`src/rtl/dpcp_pkg.sv`:
```
// Shared types, command codes and action codes for the debug probe command parser.
package dpcp_pkg;

   localparam int SEQ_BYTES = 32;
   localparam int SEQ_AW    = $clog2(SEQ_BYTES);
   localparam int SEQ_CW    = $clog2(SEQ_BYTES + 1);

   localparam logic [31:0] PIN_WAIT_MAX = 32'd3000000;

   localparam logic [7:0] CMD_INFO       = 8'h00;
   localparam logic [7:0] CMD_HOST_STAT  = 8'h01;
   localparam logic [7:0] CMD_CONNECT    = 8'h02;
   localparam logic [7:0] CMD_DISCONNECT = 8'h03;
   localparam logic [7:0] CMD_ABORT      = 8'h08;
   localparam logic [7:0] CMD_DELAY      = 8'h09;
   localparam logic [7:0] CMD_RESET_TGT  = 8'h0A;
   localparam logic [7:0] CMD_PINS       = 8'h10;
   localparam logic [7:0] CMD_CLOCK      = 8'h11;
   localparam logic [7:0] CMD_SEQUENCE   = 8'h12;

   localparam logic [3:0] ACT_INVALID  = 4'd0;
   localparam logic [3:0] ACT_UNDEF    = 4'd1;
   localparam logic [3:0] ACT_INFO     = 4'd2;
   localparam logic [3:0] ACT_CONNSTAT = 4'd3;
   localparam logic [3:0] ACT_RUNSTAT  = 4'd4;
   localparam logic [3:0] ACT_SWD      = 4'd5;
   localparam logic [3:0] ACT_JTAG     = 4'd6;
   localparam logic [3:0] ACT_DISC     = 4'd7;
   localparam logic [3:0] ACT_ABORT    = 4'd8;
   localparam logic [3:0] ACT_DELAY    = 4'd9;
   localparam logic [3:0] ACT_RESET    = 4'd10;
   localparam logic [3:0] ACT_PINS     = 4'd11;
   localparam logic [3:0] ACT_CLOCK    = 4'd12;
   localparam logic [3:0] ACT_SEQUENCE = 4'd13;

   localparam logic [7:0] HOST_STAT_CONNECT = 8'd0;
   localparam logic [7:0] HOST_STAT_RUNNING = 8'd1;
   localparam logic [7:0] CONN_DEFAULT      = 8'd0;
   localparam logic [7:0] CONN_SWD          = 8'd1;
   localparam logic [7:0] CONN_JTAG         = 8'd2;

   typedef struct packed {
      logic [7:0] packet_byte;
      logic       packet_end;
   } req_type;

   typedef struct packed {
      logic [3:0]  action;
      logic        port_is_jtag;
      logic        host_connected;
      logic        host_running;
      logic [7:0]  arg_byte_a;
      logic [7:0]  arg_byte_b;
      logic [31:0] arg_word;
      logic [7:0]  seq_data;
      logic        run_last;
   } rsp_type;

   typedef struct packed {
      logic stage;
      logic load_head;
      logic load_seq;
   } cmd_type;

   typedef struct packed {
      logic head_has_seq;
      logic seq_last;
   } sts_type;

endpackage

```
`src/rtl/dpcp_ctrl.sv`:
```
// Controller state machine: byte intake, decode slot and sequence replay.
module dpcp_ctrl (
   input  logic              clock,
   input  logic              reset,
   input  logic              req_valid,
   input  logic              req_end,
   output logic              req_ready,
   output logic              rsp_valid,
   input  logic              rsp_ready,
   output dpcp_pkg::cmd_type cmd,
   input  dpcp_pkg::sts_type sts
);

   localparam logic [1:0] S_BYTE   = 2'd0;
   localparam logic [1:0] S_DECODE = 2'd1;
   localparam logic [1:0] S_SEQ    = 2'd2;

   logic [1:0] state_ff, state_in;
   logic       rsp_valid_ff, rsp_valid_in;
   logic       out_free;
   logic       accept;

   assign out_free  = !rsp_valid_ff || rsp_ready;
   assign req_ready = (state_ff == S_BYTE);
   assign accept    = req_valid && req_ready;
   assign rsp_valid = rsp_valid_ff;

   always_comb begin
      state_in      = state_ff;
      cmd.stage     = accept;
      cmd.load_head = 1'b0;
      cmd.load_seq  = 1'b0;
      case (state_ff)
         S_BYTE: begin
            if (accept && req_end) state_in = S_DECODE;
         end
         S_DECODE: begin
            if (out_free) begin
               cmd.load_head = 1'b1;
               state_in      = sts.head_has_seq ? S_SEQ : S_BYTE;
            end
         end
         S_SEQ: begin
            if (out_free) begin
               cmd.load_seq = 1'b1;
               if (sts.seq_last) state_in = S_BYTE;
            end
         end
         default: state_in = S_BYTE;
      endcase
      if (cmd.load_head || cmd.load_seq) rsp_valid_in = 1'b1;
      else if (rsp_ready)                rsp_valid_in = 1'b0;
      else                               rsp_valid_in = rsp_valid_ff;
   end

   always_ff @(posedge clock) begin
      if (reset) begin
         state_ff     <= S_BYTE;
         rsp_valid_ff <= 1'b0;
      end else begin
         state_ff     <= state_in;
         rsp_valid_ff <= rsp_valid_in;
      end
   end

   a_end_to_decode: assert property (@(posedge clock) disable iff (reset)
      (accept && req_end) |=> (state_ff == S_DECODE))
      else $error("final byte did not enter decode");

   a_load_gives_valid: assert property (@(posedge clock) disable iff (reset)
      (cmd.load_head || cmd.load_seq) |=> rsp_valid_ff)
      else $error("loaded result not presented");

   a_seq_done: assert property (@(posedge clock) disable iff (reset)
      (cmd.load_seq && sts.seq_last) |=> (state_ff == S_BYTE))
      else $error("replay did not return to intake");

   a_no_intake_busy: assert property (@(posedge clock) disable iff (reset)
      (state_ff == S_SEQ || state_ff == S_DECODE) |-> !accept)
      else $error("request taken during decode or replay");

endmodule

```
`src/rtl/dpcp_datapath.sv`:
```
// Datapath: staging registers, sequence buffer, decode, stored registers, result register.
module dpcp_datapath (
   input  logic              clock,
   input  logic              reset,
   input  dpcp_pkg::req_type req_data,
   input  logic              csr_valid,
   input  logic              csr_default_port_jtag,
   input  dpcp_pkg::cmd_type cmd,
   output dpcp_pkg::sts_type sts,
   output dpcp_pkg::rsp_type rsp_data
);

   logic [7:0]  byte_count_ff, byte_count_in;
   logic [7:0]  command_id_ff;
   logic [7:0]  staged_a_ff;
   logic [7:0]  staged_b_ff;
   logic [31:0] staged_word_ff;
   logic        default_port_ff;

   logic [7:0]  info_id_ff, info_id_in;
   logic        connect_ff, connect_in;
   logic        running_ff, running_in;
   logic        jtag_ff, jtag_in;
   logic [7:0]  ap_index_ff, ap_index_in;
   logic [31:0] abort_ff, abort_in;
   logic [15:0] delay_ff, delay_in;
   logic [7:0]  pin_out_ff, pin_out_in;
   logic [7:0]  pin_sel_ff, pin_sel_in;
   logic [31:0] pin_wait_ff, pin_wait_in;
   logic [31:0] clock_rate_ff, clock_rate_in;
   logic [7:0]  seq_bits_ff, seq_bits_in;

   logic [7:0]  seq_mem [dpcp_pkg::SEQ_BYTES];
   logic [dpcp_pkg::SEQ_AW-1:0] seq_idx_ff, seq_idx_in;
   logic [dpcp_pkg::SEQ_CW-1:0] nseq_ff, nseq_in;
   logic [7:0]  rd_data_ff;
   logic        mem_we;
   logic [dpcp_pkg::SEQ_AW-1:0] mem_waddr;
   logic [7:0]  pos_off;

   logic [3:0]  act;
   logic [dpcp_pkg::SEQ_CW-1:0] nb;
   logic [7:0]  sel_a, sel_b;
   logic [31:0] sel_w;

   dpcp_pkg::rsp_type rsp_ff;

   assign pos_off   = byte_count_ff - 8'd2;
   assign mem_we    = cmd.stage && (byte_count_ff >= 8'd2)
                      && (pos_off < 8'(dpcp_pkg::SEQ_BYTES));
   assign mem_waddr = pos_off[dpcp_pkg::SEQ_AW-1:0];
   assign byte_count_in = (byte_count_ff == 8'hFF) ? byte_count_ff : byte_count_ff + 8'd1;

   // bit count 0 means a full buffer
   assign nb = (staged_a_ff == 8'd0) ? dpcp_pkg::SEQ_CW'(dpcp_pkg::SEQ_BYTES)
             : dpcp_pkg::SEQ_CW'(({1'b0, staged_a_ff} + 9'd7) >> 3);

   always_comb begin
      act           = dpcp_pkg::ACT_INVALID;
      nseq_in       = '0;
      info_id_in    = info_id_ff;
      connect_in    = connect_ff;
      running_in    = running_ff;
      jtag_in       = jtag_ff;
      ap_index_in   = ap_index_ff;
      abort_in      = abort_ff;
      delay_in      = delay_ff;
      pin_out_in    = pin_out_ff;
      pin_sel_in    = pin_sel_ff;
      pin_wait_in   = pin_wait_ff;
      clock_rate_in = clock_rate_ff;
      seq_bits_in   = seq_bits_ff;
      case (command_id_ff)
         dpcp_pkg::CMD_INFO: begin
            if (byte_count_ff == 8'd2) begin
               info_id_in = staged_a_ff;
               act        = dpcp_pkg::ACT_INFO;
            end
         end
         dpcp_pkg::CMD_HOST_STAT: begin
            if (byte_count_ff == 8'd3) begin
               if (staged_a_ff == dpcp_pkg::HOST_STAT_CONNECT) begin
                  connect_in = (staged_b_ff != 8'd0);
                  act        = dpcp_pkg::ACT_CONNSTAT;
               end else if (staged_a_ff == dpcp_pkg::HOST_STAT_RUNNING) begin
                  running_in = (staged_b_ff != 8'd0);
                  act        = dpcp_pkg::ACT_RUNSTAT;
               end
            end
         end
         dpcp_pkg::CMD_CONNECT: begin
            if (byte_count_ff == 8'd2) begin
               if (staged_a_ff == dpcp_pkg::CONN_DEFAULT) begin
                  jtag_in = default_port_ff;
                  act     = default_port_ff ? dpcp_pkg::ACT_JTAG : dpcp_pkg::ACT_SWD;
               end else if (staged_a_ff == dpcp_pkg::CONN_SWD) begin
                  jtag_in = 1'b0;
                  act     = dpcp_pkg::ACT_SWD;
               end else if (staged_a_ff == dpcp_pkg::CONN_JTAG) begin
                  jtag_in = 1'b1;
                  act     = dpcp_pkg::ACT_JTAG;
               end
            end
         end
         dpcp_pkg::CMD_DISCONNECT: act = dpcp_pkg::ACT_DISC;
         dpcp_pkg::CMD_ABORT: begin
            if (byte_count_ff == 8'd6) begin
               ap_index_in = staged_a_ff;
               abort_in    = staged_word_ff;
               act         = dpcp_pkg::ACT_ABORT;
            end
         end
         dpcp_pkg::CMD_DELAY: begin
            if (byte_count_ff == 8'd3) begin
               delay_in = staged_word_ff[31:16];
               act      = dpcp_pkg::ACT_DELAY;
            end
         end
         dpcp_pkg::CMD_RESET_TGT: act = dpcp_pkg::ACT_RESET;
         dpcp_pkg::CMD_PINS: begin
            if (byte_count_ff == 8'd7 && staged_word_ff <= dpcp_pkg::PIN_WAIT_MAX) begin
               pin_out_in  = staged_a_ff;
               pin_sel_in  = staged_b_ff;
               pin_wait_in = staged_word_ff;
               act         = dpcp_pkg::ACT_PINS;
            end
         end
         dpcp_pkg::CMD_CLOCK: begin
            if (byte_count_ff == 8'd5) begin
               clock_rate_in = staged_word_ff;
               act           = dpcp_pkg::ACT_CLOCK;
            end
         end
         dpcp_pkg::CMD_SEQUENCE: begin
            if (byte_count_ff >= 8'd3
                && {1'b0, byte_count_ff} == 9'd2 + 9'(nb)) begin
               seq_bits_in = staged_a_ff;
               nseq_in     = nb;
               act         = dpcp_pkg::ACT_SEQUENCE;
            end
         end
         default: act = dpcp_pkg::ACT_UNDEF;
      endcase

      sel_a = 8'd0;
      sel_b = 8'd0;
      sel_w = 32'd0;
      case (act)
         dpcp_pkg::ACT_INFO:     sel_a = info_id_in;
         dpcp_pkg::ACT_ABORT: begin
            sel_a = ap_index_in;
            sel_w = abort_in;
         end
         dpcp_pkg::ACT_DELAY:    sel_w = {16'd0, delay_in};
         dpcp_pkg::ACT_PINS: begin
            sel_a = pin_out_in;
            sel_b = pin_sel_in;
            sel_w = pin_wait_in;
         end
         dpcp_pkg::ACT_CLOCK:    sel_w = clock_rate_in;
         dpcp_pkg::ACT_SEQUENCE: sel_a = seq_bits_in;
         default: ;
      endcase

      if (cmd.load_head)     seq_idx_in = '0;
      else if (cmd.load_seq) seq_idx_in = seq_idx_ff + 1'b1;
      else                   seq_idx_in = seq_idx_ff;
   end

   assign sts.head_has_seq = (nseq_in != '0);
   assign sts.seq_last     = ({1'b0, seq_idx_ff} + 1'b1) == nseq_ff;
   assign rsp_data         = rsp_ff;

   always_ff @(posedge clock) begin
      if (mem_we) seq_mem[mem_waddr] <= req_data.packet_byte;
      rd_data_ff <= seq_mem[seq_idx_in];
   end

   always_ff @(posedge clock) begin
      if (reset) begin
         byte_count_ff   <= 8'd0;
         command_id_ff   <= 8'd0;
         staged_a_ff     <= 8'd0;
         staged_b_ff     <= 8'd0;
         staged_word_ff  <= 32'd0;
         default_port_ff <= 1'b0;
         info_id_ff      <= 8'd1;
         connect_ff      <= 1'b0;
         running_ff      <= 1'b0;
         jtag_ff         <= 1'b0;
         ap_index_ff     <= 8'd0;
         abort_ff        <= 32'd0;
         delay_ff        <= 16'd0;
         pin_out_ff      <= 8'd0;
         pin_sel_ff      <= 8'd0;
         pin_wait_ff     <= 32'd0;
         clock_rate_ff   <= 32'd0;
         seq_bits_ff     <= 8'd0;
         seq_idx_ff      <= '0;
         nseq_ff         <= '0;
      end else begin
         if (csr_valid) default_port_ff <= csr_default_port_jtag;
         if (cmd.stage) begin
            if (byte_count_ff == 8'd0) command_id_ff <= req_data.packet_byte;
            if (byte_count_ff == 8'd1) staged_a_ff   <= req_data.packet_byte;
            if (byte_count_ff == 8'd2) staged_b_ff   <= req_data.packet_byte;
            staged_word_ff <= {req_data.packet_byte, staged_word_ff[31:8]};
            byte_count_ff  <= byte_count_in;
         end
         if (cmd.load_head) begin
            byte_count_ff <= 8'd0;
            info_id_ff    <= info_id_in;
            connect_ff    <= connect_in;
            running_ff    <= running_in;
            jtag_ff       <= jtag_in;
            ap_index_ff   <= ap_index_in;
            abort_ff      <= abort_in;
            delay_ff      <= delay_in;
            pin_out_ff    <= pin_out_in;
            pin_sel_ff    <= pin_sel_in;
            pin_wait_ff   <= pin_wait_in;
            clock_rate_ff <= clock_rate_in;
            seq_bits_ff   <= seq_bits_in;
            nseq_ff       <= nseq_in;
         end
         seq_idx_ff <= seq_idx_in;
      end
   end

   always_ff @(posedge clock) begin
      if (cmd.load_head) begin
         rsp_ff.action         <= act;
         rsp_ff.port_is_jtag   <= jtag_in;
         rsp_ff.host_connected <= connect_in;
         rsp_ff.host_running   <= running_in;
         rsp_ff.arg_byte_a     <= sel_a;
         rsp_ff.arg_byte_b     <= sel_b;
         rsp_ff.arg_word       <= sel_w;
         rsp_ff.seq_data       <= 8'd0;
         rsp_ff.run_last       <= (nseq_in == '0);
      end else if (cmd.load_seq) begin
         rsp_ff.seq_data <= rd_data_ff;
         rsp_ff.run_last <= sts.seq_last;
      end
   end

endmodule

```
`src/rtl/debug_probe_command_parser.sv`:
```
// Top level of the debug probe command parser: controller plus datapath.
//
//   channel  direction  handshake              payload
//   req      in         req_valid / req_ready  req_data (packet_byte, packet_end)
//   rsp      out        rsp_valid / rsp_ready  rsp_data (action ... run_last)
//   csr      in         csr_valid / csr_ready  csr_default_port_jtag
//
// Packet bytes are taken one per cycle in the intake state; the final byte is followed by a
// decode state before the next request is taken, and a sequence command replays its bytes.
// A non-sequence result can wait in the output register while the next packet's bytes
// stream in; the next final byte, or a pending replay byte, stalls the input until the
// register frees. Reset is synchronous and sets all control and stored registers to zero,
// but the info id to 1; the sequence buffer has no reset and replay reads only entries that
// the current packet wrote. A stalled result holds its payload until taken.
module debug_probe_command_parser (
   input  logic              clock,
   input  logic              reset,
   input  logic              req_valid,
   output logic              req_ready,
   input  dpcp_pkg::req_type req_data,
   output logic              rsp_valid,
   input  logic              rsp_ready,
   output dpcp_pkg::rsp_type rsp_data,
   input  logic              csr_valid,
   output logic              csr_ready,
   input  logic              csr_default_port_jtag
);

   dpcp_pkg::cmd_type cmd;
   dpcp_pkg::sts_type sts;

   assign csr_ready = 1'b1;

   dpcp_ctrl u_ctrl (
      .clock     (clock),
      .reset     (reset),
      .req_valid (req_valid),
      .req_end   (req_data.packet_end),
      .req_ready (req_ready),
      .rsp_valid (rsp_valid),
      .rsp_ready (rsp_ready),
      .cmd       (cmd),
      .sts       (sts)
   );

   dpcp_datapath u_datapath (
      .clock                 (clock),
      .reset                 (reset),
      .req_data              (req_data),
      .csr_valid             (csr_valid),
      .csr_default_port_jtag (csr_default_port_jtag),
      .cmd                   (cmd),
      .sts                   (sts),
      .rsp_data              (rsp_data)
   );

endmodule

```
`config.mk`:
```
export PLATFORM = sky130hd
export DESIGN_NAME = debug_probe_command_parser
export DESIGN_NICKNAME = d
export VERILOG_FILES = /design/src/rtl/dpcp_pkg.sv /design/src/rtl/dpcp_ctrl.sv /design/src/rtl/dpcp_datapath.sv /design/src/rtl/debug_probe_command_parser.sv
export SDC_FILE = /design/constraint.sdc
export NUM_CORES = 1
export LEC_CHECK = 0
export BUFFER_PORTS_ARGS = -buffer_cell sky130_fd_sc_hd__buf_2
export CAP_MARGIN = 20
export CELL_PAD_IN_SITES_DETAIL_PLACEMENT = 0
export CELL_PAD_IN_SITES_GLOBAL_PLACEMENT = 1
export CORE_MARGIN = 2
export CORE_UTILIZATION = 44
export DETAILED_ROUTE_END_ITERATION = 8
export PLACE_DENSITY = 0.8
export SYNTH_ARGS = -nofsm -noshare
export SYNTH_HDL_FRONTEND = slang
export SYNTH_SLANG_ARGS = --single-unit
export TNS_END_PERCENT = 100
```
`constraint.sdc`:
```
create_clock -name clock -period 3.3 [get_ports clock]
set_input_delay 0.165 -clock clock [delete_from_list [all_inputs] [get_ports clock]]
set_output_delay 0.165 -clock clock [all_outputs]
set_load 0.05 [all_outputs]
```
==> impl_results.md <==
- Via count: about 11000
- Routed wl met3: 2271 um
- Mapped Nets: between 1000 and 1500
- Slew Limit Fails: 0
- CTS tree: yes
- ANT cells: 0
- Crit Reg-Reg Endpoint: u_datapath.nseq_ff[5]$_SDFFE_PP0P_
- Yosys cell types: 62
- DRT Wirelength: 40830 um
- Die Ht: 200.4 um
- Most frequent CP cell: nand2_1
- Total negative setup slack: 0 ns
- Yosys warns: 0
- Clock Path Buffers: 3
- Kind of end point of the critical path: register
- RSZ-0062 raised after global routing: false
- Hold Path Cell Cnt: 5
- Hold buffer count at cts: 2
- Cell Pwr Density: 557.3 nW/um2
- Worst-Margin Slew: 0.8689 ns
- Mean Syn Cell Area: 12.10 um2
- WL met1: 18470 um
- Async S/R FF share, synth: 0
- CTS Root Cell: clkbuf_16
- End of the worst hold path: u_ctrl.state_ff[0]$_SDFFE_PP0P_
- CP Class: reg2reg
- Post-layout util: 0.5175
- Routed wire per std cell: a little over 20 um
- Insertion delay to the later sink of the worst-skew pair: 0.56 ns
- Register area share after synthesis: 0.6673
- DR iter-0 viols: 1118
- Post-synth top flop: edfxtp_1
- Post-synth top area share: 0.5518
- Leakage power: about 6.8 nW
- Initial antenna violation count: 0
- Crit share post-route: 0.8815
- Startpoint Class: register
- Synth Register Bits: 410
- Cells along the critical path: o31a_1, nand2_1, xnor2_1, ha_1, xnor2_1, nand4_1, nor4_1, nand2_1, nor3_2, buf_4, nand2_1, o31ai_1
- Worst r2r src: u_datapath.staged_a_ff[3]$_SDFFE_PP0P_
- Fin worst setup slack: 0.3912 ns
- Ports: 82
- H-tree depth: 2
- First-pass GRT wire length: 63590 um
- Synthesized area: about 17000 um2
- Met2 routed WL: approximately 19000 um
- DPL Wire Length: approximately 25000 um
- TritonCTS Sinks: 410
- Total track usage: 0.2014
- Routed Antenna Nets: 0
- Worst reg-to-reg path cell count: 12
- Multi-input logic area: 5215 um2
- Rows: 71
- Max Fclk: ~340 MHz
- Initial Util: 0.4487
- Maximum VDD drop: approximately 0.35 mV
- CTS buffer count: 42
- # Post-CTS Setup Buffers: 0
- Max FO, Critical Path: 6
- Nets@finish: 1504
- IO buf count: 80
- Vias per cell: 5.554
- Worst Path Arrival: 3.36 ns
- Clock skew: 0.02203 ns
- Cell count after synthesis: around 1400
- Worst hold slack: 0.03247 ns
- Largest cells by area after synthesis: edfxtp_1 55%, dfxtp_1 12%, nand2_1 5.6%
- Top cells by count, synth: 312 x edfxtp_1, 254 x nand2_1, 107 x a21oi_1
- Power, Total: roughly 11 mW
- Hold Path Origin: req_data[0]
- Pre-CTS setup slack: just under 0.4 ns
- Uppermost layer routed: met4
- EDFF count, synth: 312
- Fin. Hold Viols: 0
- Layout cell share with drive strength beyond 1: 0.1461
- Area leader, netlist: edfxtp_1
- Outcome: complete, no violations
- Fillers: 3257
- Die area: 40180 um2
- Worst min path class: in2reg
- Pre-antenna DRT Iters: 5
- Area of the core: between 30000 and 40000 um2
- Relative max-transition margin: 0.4207
- Crit path largest cell delay: 0.43 ns
- Vias in the first global route: 10880
- Maxcap violations: 0
- Internal reg-to-reg setup slack: 0.39 ns
- Clk slew on worst S/H paths: 0.06 ns
- Largest net degree at the start of global routing: 97
- Drc violations: 0
- Tmin final: 2.909 ns
- Final setup viols: 0
- Register area: about 11000 um2
- Gr ovfl total: 0
- Crit-path slowest cell: dfxtp_1
- Critical Path RT: 3.75 ns
- Most frequent cell after synthesis: edfxtp_1
- Die width: 200.4 um
- Area Overhead vs Synth: 15.33%
- Placer Congestion: 0.8356
- Cts repair resizes: 0
==> power by group <==
group | switching [mW] | internal, mW | total [mW] | leakage (nW)
combinational | 0.343 | 0.123 | 0.466 | 2.48
sequential | 0.0544 | 5.59 | 5.65 | 3.59
clock | 1.96 | 2.84 | 4.80 | 0.691
==> cells by family after synthesis <==
group           count (synthesis)  share of synthesized area
compound gates                265                     0.1096
xor+xnor                       31                    0.01724
fa+ha+maj                       9                   0.006632
buf+inv                       119                    0.02704
flops                         410                     0.6673
mux                            69                    0.04082
other cells                     1                  0.0002208
simple gates                  499                     0.1312
==> placed cells by master (no fill, tap or decap), types with 6 or more instances in the layout <==
cell       instances
edfxtp_1         312
nand2_1          254
a21oi_1          107
nor2_1           101
dfxtp_1           98
buf_2             80
mux2i_1           67
buf_4             56
clkbuf_16         43
a22o_1            40
a32o_1            32
and2_1            30
nand3_1           19
nor4_1            18
xnor2_1           18
a22oi_1           18
o22ai_1           18
nor3_1            14
nor2b_1           14
xor2_1            11
nand4_1           10
clkbuf_1          10
o21ai_0            9
ha_1               9
a32oi_1            8
inv_1              7
clkinv_2           7
nand2b_1           6
or4_1              6
nand3b_1           6
buf_12             6
==> sequential cells by signal, indices dropped and copies added, names as in the netlist, 2 cells and up <==
name,cells
u_datapath.rd_data_ff,8
u_datapath.byte_count_ff,8
u_datapath.seq_mem,256
u_datapath.staged_word_ff,32
u_datapath.seq_idx_ff,5
u_datapath.staged_a_ff,8
u_datapath.command_id_ff,8
u_datapath.nseq_ff,6
u_ctrl.state_ff,2
u_datapath.rsp_data,64
u_datapath.staged_b_ff,8
==> area by class of cell <==
type | count | share of cell area
Clock buffer | 58 | 0.06038
Tap cell | 511 | 0.03265
Timing Repair Buffer | 144 | 0.04907
Sequential cell | 410 | 0.5786
Inverter | 8 | 0.001533
Multi-Input combinational cell | 874 | 0.2663
Clock inverter | 19 | 0.01144
==> how the worst max path moves through the flow <==
stage / start / to / depth (start not counted)
final: u_datapath.staged_a_ff[3]$_SDFFE_PP0P_ / u_datapath.nseq_ff[5]$_SDFFE_PP0P_ / 12
after global placement: u_datapath.staged_a_ff[3]$_SDFFE_PP0P_ / u_datapath.nseq_ff[5]$_SDFFE_PP0P_ / 12
after floorplan: u_ctrl.rsp_valid$_SDFFE_PP0P_ / u_datapath.nseq_ff[5]$_SDFFE_PP0P_ / 6
after detailed placement: u_datapath.staged_a_ff[3]$_SDFFE_PP0P_ / u_datapath.nseq_ff[5]$_SDFFE_PP0P_ / 12
after CTS: u_datapath.staged_a_ff[3]$_SDFFE_PP0P_ / u_datapath.nseq_ff[5]$_SDFFE_PP0P_ / 12
after global routing: u_datapath.staged_a_ff[3]$_SDFFE_PP0P_ / u_datapath.nseq_ff[5]$_SDFFE_PP0P_ / 12
==> critical path, delay by kind of cell, from the launching register on <==
kind / cells / cell delay (ns)
AO/OA/AOI/OAI: 2 / 0.54
XOR/XNOR: 2 / 0.34
adder cells (fa/ha/maj): 1 / 0.28
buffers and inverters: 1 / 0.20
flip-flops: 1 / 0.43
AND/OR/NAND/NOR: 6 / 1.01
==> metrics by stage <==
step | cell area (um2) | std cells
floorplan | 16980 | 1403
global placement | 18160 | 1945
detailed placement | 18160 | 1945
CTS | 19580 | 2024
global route | 19580 | 2024
finish | 19580 | 2024
==> layer usage <==
| metal | GRT usage | vias to the layer above |
|---|---|---|
| met5 | 0 | - |
| met2 | 0.3213 | 323 |
| met4 | 0.05476 | 0 |
| met3 | 0.02662 | 57 |
| li1 | - | 5289 |
| met1 | 0.2911 | 5572 |
Note: power is estimated with default switching activity, not from simulation.
